`src/hw/rtl/word_request_coalescer_core_assert.svh`:
```
// ----------------------------------------------------------------------------
// Assertion macros for the word request coalescer
// Clocked concurrent checks on clk, held off while rst_n is low.
// ----------------------------------------------------------------------------
`ifndef WORD_REQUEST_COALESCER_CORE_ASSERT_SVH
`define WORD_REQUEST_COALESCER_CORE_ASSERT_SVH

// Check that an expression holds at every clock edge.
`define WRC_ASSERT_ALWAYS(label, expr) \
    label: assert property (@(posedge clk) disable iff (!rst_n) (expr)) \
        else $error("word request coalescer: invariant violated");

// Check that a condition at one edge implies a consequence at the next edge.
`define WRC_ASSERT_NEXT(label, ante, cons) \
    label: assert property (@(posedge clk) disable iff (!rst_n) (ante) |=> (cons)) \
        else $error("word request coalescer: next-cycle check failed");

`endif

```
`src/hw/rtl/wrc_pkg.sv`:
```
// ----------------------------------------------------------------------------
// wrc_pkg
// Beat types, opcodes and arithmetic helpers of the word request coalescer.
// ----------------------------------------------------------------------------
`timescale 1ns / 1ps

package wrc_pkg;

    localparam int ADDR_W  = 32;
    localparam int GROUP_W = 16;
    localparam int MASK_W  = 64;
    localparam int USED_W  = 8;
    localparam int SUM_W   = 32;
    localparam int PC_W    = 7;

    localparam logic OP_ACCESS = 1'b0;
    localparam logic OP_END    = 1'b1;

    typedef struct packed {
        logic               op;
        logic [ADDR_W-1:0]  address;
        logic [GROUP_W-1:0] group;
        logic [MASK_W-1:0]  events;
    } req_beat_t;

    typedef struct packed {
        logic [ADDR_W-1:0] word_address;
        logic [USED_W-1:0] coefficients_used;
        logic [SUM_W-1:0]  event_updates;
        logic [SUM_W-1:0]  source_updates;
        logic [SUM_W-1:0]  total_requests;
        logic [SUM_W-1:0]  max_updates_per_word;
    } rec_beat_t;

    // Input stage contents handed to the merge unit.
    typedef struct packed {
        logic      vld;
        req_beat_t beat;
    } stage_t;

    // Merge unit result for the beat it consumes.
    typedef struct packed {
        logic      emit;
        rec_beat_t rec;
    } merge_res_t;

    // Adder tree: bit pairs, nibbles, bytes, then a balanced sum of the bytes.
    function automatic logic [PC_W-1:0] popcount64(input logic [MASK_W-1:0] v);
        logic [MASK_W-1:0] s2;
        logic [MASK_W-1:0] s4;
        logic [MASK_W-1:0] s8;
        s2 = (v & {32{2'b01}}) + ((v >> 1) & {32{2'b01}});
        s4 = (s2 & {16{4'h3}}) + ((s2 >> 2) & {16{4'h3}});
        s8 = (s4 & {8{8'h0F}}) + ((s4 >> 4) & {8{8'h0F}});
        return ((s8[6:0]   + s8[14:8])  + (s8[22:16] + s8[30:24])) +
               ((s8[38:32] + s8[46:40]) + (s8[54:48] + s8[62:56]));
    endfunction

    function automatic logic [SUM_W-1:0] sat_add32(input logic [SUM_W-1:0] a,
                                                   input logic [SUM_W-1:0] b);
        logic [SUM_W:0] s;
        s = {1'b0, a} + {1'b0, b};
        return s[SUM_W] ? {SUM_W{1'b1}} : s[SUM_W-1:0];
    endfunction

endpackage

```
`src/hw/rtl/wrc_in_stage.sv`:
```
// ----------------------------------------------------------------------------
// wrc_in_stage
// Input register: holds one request beat until the merge unit consumes it.
// ----------------------------------------------------------------------------
`timescale 1ns / 1ps

module wrc_in_stage
    import wrc_pkg::*;
(
    input  logic      clk,
    input  logic      rst_n,
    input  logic      req_valid,
    output logic      req_stall,
    input  req_beat_t req_beat,
    input  logic      advance,
    output stage_t    stage
);

    logic      vld_reg;
    logic      vld_next;
    req_beat_t beat_reg;
    logic      take;

    // Stall only while a held beat cannot move on.
    assign req_stall = vld_reg && !advance;
    assign take      = req_valid && !req_stall;
    assign vld_next  = take ? 1'b1 : (advance ? 1'b0 : vld_reg);

    always_ff @(posedge clk or negedge rst_n)
    begin
        if (!rst_n)
        begin
            vld_reg <= 1'b0;
        end
        else
        begin
            vld_reg <= vld_next;
        end
    end

    always_ff @(posedge clk)
    begin
        if (take)
        begin
            beat_reg <= req_beat;
        end
    end

    assign stage.vld  = vld_reg;
    assign stage.beat = beat_reg;

endmodule

```
`src/hw/rtl/wrc_merge.sv`:
```
// ----------------------------------------------------------------------------
// wrc_merge
// Open-word state and single-pass merge logic; closes words into records.
// ----------------------------------------------------------------------------
`timescale 1ns / 1ps

`include "word_request_coalescer_core_assert.svh"

module wrc_merge
    import wrc_pkg::*;
(
    input  logic       clk,
    input  logic       rst_n,
    input  stage_t     stage,
    input  logic       advance,
    output merge_res_t res
);

    logic               open_valid_reg,  open_valid_next;
    logic [ADDR_W-1:0]  open_word_reg,   open_word_next;
    logic [GROUP_W-1:0] open_group_reg,  open_group_next;
    logic               group_valid_reg, group_valid_next;
    logic [USED_W-1:0]  used_count_reg,  used_count_next;
    logic [SUM_W-1:0]   update_sum_reg,  update_sum_next;
    logic [SUM_W-1:0]   source_sum_reg,  source_sum_next;
    logic [MASK_W-1:0]  group_mask_reg,  group_mask_next;
    logic [SUM_W-1:0]   request_total_reg, request_total_next;
    logic [SUM_W-1:0]   max_updates_reg,   max_updates_next;

    req_beat_t         b;
    logic              is_end;
    logic              new_word;
    logic              close;
    logic              group_change;
    logic [PC_W-1:0]   pc_mask;
    logic [PC_W-1:0]   pc_ev;
    logic [SUM_W-1:0]  src_close;
    logic [SUM_W-1:0]  req_inc;
    logic [SUM_W-1:0]  max_upd;
    logic [SUM_W-1:0]  upd_add;
    logic [USED_W-1:0] used_inc;

    assign b        = stage.beat;
    assign is_end   = (b.op == OP_END);
    assign new_word = !open_valid_reg || (b.address != open_word_reg);
    assign close    = open_valid_reg && (is_end || new_word);
    assign group_change = !group_valid_reg || (b.group != open_group_reg);

    assign pc_mask   = popcount64(group_mask_reg);
    assign pc_ev     = popcount64(b.events);
    assign src_close = sat_add32(source_sum_reg, {{(SUM_W-PC_W){1'b0}}, pc_mask});
    assign req_inc   = sat_add32(request_total_reg, {{(SUM_W-1){1'b0}}, 1'b1});
    assign max_upd   = (update_sum_reg > max_updates_reg) ? update_sum_reg
                                                           : max_updates_reg;
    assign upd_add   = sat_add32(update_sum_reg, {{(SUM_W-PC_W){1'b0}}, pc_ev});
    assign used_inc  = (used_count_reg == {USED_W{1'b1}}) ? used_count_reg
                                                           : used_count_reg + 1'b1;

    // Record of the word being closed by this beat.
    assign res.emit                     = advance && close;
    assign res.rec.word_address         = open_word_reg;
    assign res.rec.coefficients_used    = used_count_reg;
    assign res.rec.event_updates        = update_sum_reg;
    assign res.rec.source_updates       = src_close;
    assign res.rec.total_requests       = req_inc;
    assign res.rec.max_updates_per_word = max_upd;

    always_comb
    begin
        open_valid_next    = open_valid_reg;
        open_word_next     = open_word_reg;
        open_group_next    = open_group_reg;
        group_valid_next   = group_valid_reg;
        used_count_next    = used_count_reg;
        update_sum_next    = update_sum_reg;
        source_sum_next    = source_sum_reg;
        group_mask_next    = group_mask_reg;
        request_total_next = request_total_reg;
        max_updates_next   = max_updates_reg;

        if (advance)
        begin
            if (close)
            begin
                request_total_next = req_inc;
                max_updates_next   = max_upd;
            end
            if (is_end)
            begin
                // Drop the open word, if any.
                open_valid_next  = 1'b0;
                open_word_next   = '0;
                open_group_next  = '0;
                group_valid_next = 1'b0;
                used_count_next  = '0;
                update_sum_next  = '0;
                source_sum_next  = '0;
                group_mask_next  = '0;
            end
            else
            begin
                open_valid_next  = 1'b1;
                open_word_next   = b.address;
                open_group_next  = b.group;
                group_valid_next = 1'b1;
                if (new_word)
                begin
                    // Fresh word: the access starts a fresh group as well.
                    used_count_next = {{(USED_W-1){1'b0}}, 1'b1};
                    update_sum_next = {{(SUM_W-PC_W){1'b0}}, pc_ev};
                    source_sum_next = '0;
                    group_mask_next = b.events;
                end
                else
                begin
                    used_count_next = used_inc;
                    update_sum_next = upd_add;
                    if (group_change)
                    begin
                        source_sum_next = src_close;
                        group_mask_next = b.events;
                    end
                    else
                    begin
                        group_mask_next = group_mask_reg | b.events;
                    end
                end
            end
        end
    end

    always_ff @(posedge clk or negedge rst_n)
    begin
        if (!rst_n)
        begin
            open_valid_reg    <= 1'b0;
            open_word_reg     <= '0;
            open_group_reg    <= '0;
            group_valid_reg   <= 1'b0;
            used_count_reg    <= '0;
            update_sum_reg    <= '0;
            source_sum_reg    <= '0;
            group_mask_reg    <= '0;
            request_total_reg <= '0;
            max_updates_reg   <= '0;
        end
        else
        begin
            open_valid_reg    <= open_valid_next;
            open_word_reg     <= open_word_next;
            open_group_reg    <= open_group_next;
            group_valid_reg   <= group_valid_next;
            used_count_reg    <= used_count_next;
            update_sum_reg    <= update_sum_next;
            source_sum_reg    <= source_sum_next;
            group_mask_reg    <= group_mask_next;
            request_total_reg <= request_total_next;
            max_updates_reg   <= max_updates_next;
        end
    end

    `WRC_ASSERT_ALWAYS(a_emit_needs_open, !res.emit || open_valid_reg)
    `WRC_ASSERT_ALWAYS(a_used_tracks_open, open_valid_reg == (used_count_reg != '0))
    `WRC_ASSERT_ALWAYS(a_group_within_word, !group_valid_reg || open_valid_reg)
    `WRC_ASSERT_NEXT(a_access_opens, advance && stage.beat.op == OP_ACCESS, open_valid_reg)

endmodule

```
`src/hw/rtl/word_request_coalescer_core.sv`:
```
// ----------------------------------------------------------------------------
// word_request_coalescer_core
// Merges an ordered coefficient access stream into one request per word.
// ----------------------------------------------------------------------------
// Usage:
//   Request channel (req_valid / req_stall / req_beat): one beat per access
//   (op = access) or an end-of-stage marker (op = end) that closes the open
//   word. Record channel (rec_valid / rec_stall / rec_beat): one beat per
//   closed word with its address, counts, running request total and the
//   largest per-word update count so far.
//   A beat is taken into the input register and merged against the open-word
//   state once the output register can take a record; a record of the word
//   that it closes is loaded into the output register as the beat is merged,
//   so the input and output registers lie between accept and record.
//   Throughput is one request beat per cycle while no record is stalled in
//   the output register, set by the single merge pass (64-bit popcounts, a
//   compare and saturating adds) between input, state and output registers.
//   A stalled record holds in the output register; the merge pass waits only
//   while that register is full and stalled, and the input register keeps
//   taking beats while it is empty or moving.
//   Reset closes any open word without a record and clears the request total
//   and the running maximum.
// ----------------------------------------------------------------------------
`timescale 1ns / 1ps

module word_request_coalescer_core
    import wrc_pkg::*;
(
    input  logic      clk,
    input  logic      rst_n,
    input  logic      req_valid,
    output logic      req_stall,
    input  req_beat_t req_beat,
    output logic      rec_valid,
    input  logic      rec_stall,
    output rec_beat_t rec_beat
);

    stage_t     stage;
    merge_res_t res;
    logic       advance;
    logic       rec_valid_reg;
    logic       rec_valid_next;
    rec_beat_t  rec_beat_reg;

    // Advance the held beat whenever the output register can take a record.
    assign advance = stage.vld && (!rec_valid_reg || !rec_stall);

    wrc_in_stage u_in_stage (
        .clk       (clk),
        .rst_n     (rst_n),
        .req_valid (req_valid),
        .req_stall (req_stall),
        .req_beat  (req_beat),
        .advance   (advance),
        .stage     (stage)
    );

    wrc_merge u_merge (
        .clk     (clk),
        .rst_n   (rst_n),
        .stage   (stage),
        .advance (advance),
        .res     (res)
    );

    // Load a new record, hold a stalled one, drop one that was taken.
    always_comb
    begin
        if (res.emit)
        begin
            rec_valid_next = 1'b1;
        end
        else if (rec_stall)
        begin
            rec_valid_next = rec_valid_reg;
        end
        else
        begin
            rec_valid_next = 1'b0;
        end
    end

    always_ff @(posedge clk or negedge rst_n)
    begin
        if (!rst_n)
        begin
            rec_valid_reg <= 1'b0;
        end
        else
        begin
            rec_valid_reg <= rec_valid_next;
        end
    end

    always_ff @(posedge clk)
    begin
        if (res.emit)
        begin
            rec_beat_reg <= res.rec;
        end
    end

    assign rec_valid = rec_valid_reg;
    assign rec_beat  = rec_beat_reg;

endmodule

```
`config.mk`:
```
export PLATFORM = sky130hd
export DESIGN_NAME = word_request_coalescer_core
export DESIGN_NICKNAME = d
export VERILOG_FILES = /design/src/hw/rtl/wrc_pkg.sv /design/src/hw/rtl/wrc_in_stage.sv /design/src/hw/rtl/wrc_merge.sv /design/src/hw/rtl/word_request_coalescer_core.sv
export VERILOG_INCLUDE_DIRS = /design/src /design/src/hw/rtl
export SDC_FILE = /design/constraint.sdc
export NUM_CORES = 1
export LEC_CHECK = 0
export ABC_CLOCK_PERIOD_IN_PS = 6500
export BUFFER_PORTS_ARGS = -buffer_cell sky130_fd_sc_hd__buf_2
export CAP_MARGIN = 10
export CORE_MARGIN = 2
export CORE_UTILIZATION = 40
export CTS_CLUSTER_SIZE = 10
export DETAILED_ROUTE_END_ITERATION = 16
export PLACE_DENSITY = 0.71
export SETUP_SLACK_MARGIN = 0.4
export SLEW_MARGIN = 15
export SYNTH_ARGS = -nofsm -noshare
export SYNTH_HDL_FRONTEND = slang
export SYNTH_SLANG_ARGS = --single-unit
```
`constraint.sdc`:
```
create_clock -name clk -period 6.5 [get_ports clk]
set_clock_uncertainty 0.1 [all_clocks]
set_input_delay 0.325 -clock clk [delete_from_list [all_inputs] [get_ports clk]]
set_output_delay 0.325 -clock clk [all_outputs]
set_load 0.02 [all_outputs]
```
==> results.cfg <==
[grt]
grt_pass1_wl_mm = 112
antenna_found_initial = 3
overflow = 0
grt_usage_pct = 20.0
grt_max_degree = 99
grt_pass1_vias = 21000

[synthesis]
synth_ff_type = edfxtp_1
syn_area_um2 = 27500
yosys.cell_types.count = 75
ys_seq_elements = 532
seq_area_frac_synth_pct = 53.6
syn-instance-count = 2220
yosys_warnings = 0
synth.avg_cell_area_um2 = 12.4
async_reset_ff_share_pct = 47.2
synthesis.nets = 2639
synth_edf_count = 281

[clock_network]
numCtsBuffers = 67
clkTransAtPathRegs_ns = 0.06
cts_buffer_depth = 3
cts.sinks = 532
clockRootBuffer = clkbuf_16
htree_levels = 3
clock_latency_ns = 0.60
cts_tree = done

[layout]
final_core_util_pct = 52.7
final_nets = 3235
design_area_um2 = 36000
synthToLayoutAreaGrowth_pct = 31.0
finalNonFillerCells = 3755
multi_input_area_um2 = 13200
final_common_cell = buf_2
ff_latch_area_um2 = 14700
drive_gt1_share_pct = 30.6
final_cell_mix = buf_2 (285), edfxtp_1 (281), dfrtp_1 (251), nand2_1 (219), ha_1 (180)
fillers = 5560
largest_reg_flops = 168

[worst_setup_path]
cp-end-kind = register
worstSetupPathType = reg -> reg
cp.arrival_ns = 7.23
crit_path_frequent_cell = fa_1
critical_path_required_ns = 6.88
crit_slowest_cell = fa_1
start_kind = register
cp_cell_sequence = ha_1 > ha_1 > fa_2 > fa_1 > xor2_1 > fa_2 > fa_1 > fa_1 > fa_1 > ha_2 > fa_2 > ha_4 > o21ai_2 > o21bai_2 > a2111oi_2 > buf_4 > or3_4 > or3_1 > a21oi_1 > o21ai_1
slowest_delay_ns = 0.58
crit_family = adder cells
cp.buffers_inverters = 1
cp_max_fo = 5

[place]
io_buffers = 286
placedCellCount = 3452
gp_congestion = 0.852
placed_area_um2 = 31200
hpwlAfterDp_mm = 47.5

[routing]
vias = 19900
drt_pass1_iterations = 5
drt-total-wl_mm = 71.4
drc = 0
vias_per_cell = 5.30
wl_per_cell_um = 19.0
drtAntennaViolNets = 0
drt_iter0_markers = 1286

[timing]
worst_slew_margin_rel_pct = 26.4
worst_slack_ns = -0.355
rsz0062_at_grt = true
hold_violations = 0
fmaxAchievable_ghz = 0.146
period_share_pct = 105
worstMarginPinSlew_ns = 1.10
setup_violations = 96
setup_tns_ns = -20.46
slew_viol_final = 0
layout_min_cycle_time_ns = 6.85

[floorplanning]
start_util_pct = 40.2
dieArea_um2 = 70800
rows = 96
die_h_um = 266
ioPinCount = 287
core_area_um2 = 68300
die_w_um = 266

[status]
violations = setup timing
status = finished, violations left

[flow_run]
cap_violations = 0

[min_path]
hold_path_class = in -> async
-- repair_timing --
action	4_1_cts	5_1_grt
pin swaps	121	73
gates cloned	5	0
hold buffers	117	0
setup endpoints to repair	96	96
hold endpoints to repair	210	0
buffers inserted	39	16
resized for setup	170	76
-- area by class of cell --
| class | count | area share (%) |
|---|---|---|
| clock buffer | 108 | 5.20 |
| timing repair buffer | 611 | 12.2 |
| clock inverter | 14 | 0.448 |
| tap | 882 | 3.06 |
| multi-input combinational | 1456 | 36.6 |
| sequential | 532 | 40.9 |
| inverter | 148 | 1.56 |
| antenna | 4 | 0.0278 |
-- metal layers --
layer | up-vias | track usage, % | routed length (um)
met5 | - | 0 | 0
met1 | 9936 | 25.3 | 29500
li1 | 9226 | - | -
met4 | 0 | 7.23 | 2040
met2 | 607 | 35.1 | 36600
met3 | 143 | 2.77 | 3260
-- per-stage QoR --
step	hold WS, ns	worst slack, ns
global placement	0.344	-0.486
floorplan	-0.0706	-0.0750
CTS	0.288	-0.285
finish	0.280	-0.355
detailed placement	0.344	-0.564
global route	0.316	-0.530
-- synthesized netlist by cell type (18+ instances only) --
| library cell | n | area, um^2 |
|---|---|---|
| a21o_1 | 48 | 360 |
| a21oi_1 | 70 | 350 |
| a22o_1 | 91 | 797 |
| a31oi_1 | 25 | 156 |
| and3_1 | 26 | 163 |
| buf_2 | 18 | 90.1 |
| clkbuf_1 | 55 | 206 |
| dfrtp_1 | 251 | 6280 |
| edfxtp_1 | 281 | 8440 |
| fa_1 | 96 | 1920 |
| ha_1 | 206 | 2580 |
| inv_1 | 148 | 556 |
| mux2_2 | 46 | 518 |
| nand2_1 | 244 | 916 |
| nand3_1 | 61 | 305 |
| nand3b_1 | 47 | 353 |
| nand4_1 | 43 | 269 |
| nor2_1 | 56 | 210 |
| nor3_1 | 25 | 125 |
| o21ai_0 | 83 | 415 |
| xnor2_1 | 70 | 613 |
| xor2_1 | 48 | 420 |
-- final timing paths --
| kind | from | slack [ns] | depth (start not counted) | endpoint |
|---|---|---|---|---|
| min in group clk | req_beat[97] | 0.33 | 2 | u_in_stage.stage[97] |
| max | u_in_stage.stage[2] | -0.35 | 20 | u_merge.update_sum_reg[27] |
| max reg2reg | u_in_stage.stage[2] | -0.35 | 20 | u_merge.update_sum_reg[27] |
| min reg2reg | u_merge.open_group_reg[1] | 0.39 | 2 | u_merge.open_group_reg[1] |
| max in group asynchronous | rst_n | 4.41 | 3 | u_merge.group_mask_reg[26] |
| min | rst_n | 0.28 | 2 | u_merge.request_total_reg[1] |
-- cells by family (layout without fill, tap and decap cells) --
| family | count (synthesis) | in the layout | synth area share (%) |
|---|---|---|---|
| XOR/XNOR | 118 | 118 | 3.76 |
| buffers and inverters | 233 | 881 | 3.37 |
| adder cells (fa/ha/maj) | 302 | 302 | 16.4 |
| flip-flops | 532 | 532 | 53.6 |
| multiplexers | 59 | 59 | 2.37 |
| other | 0 | 4 | 0 |
| AND/OR/NAND/NOR | 582 | 583 | 10.7 |
| AO/OA/AOI/OAI | 394 | 394 | 9.84 |
Power is left out: the tool's default activity adds up to more than one toggle a clock period on the data nets, which glitch-free logic cannot reach.
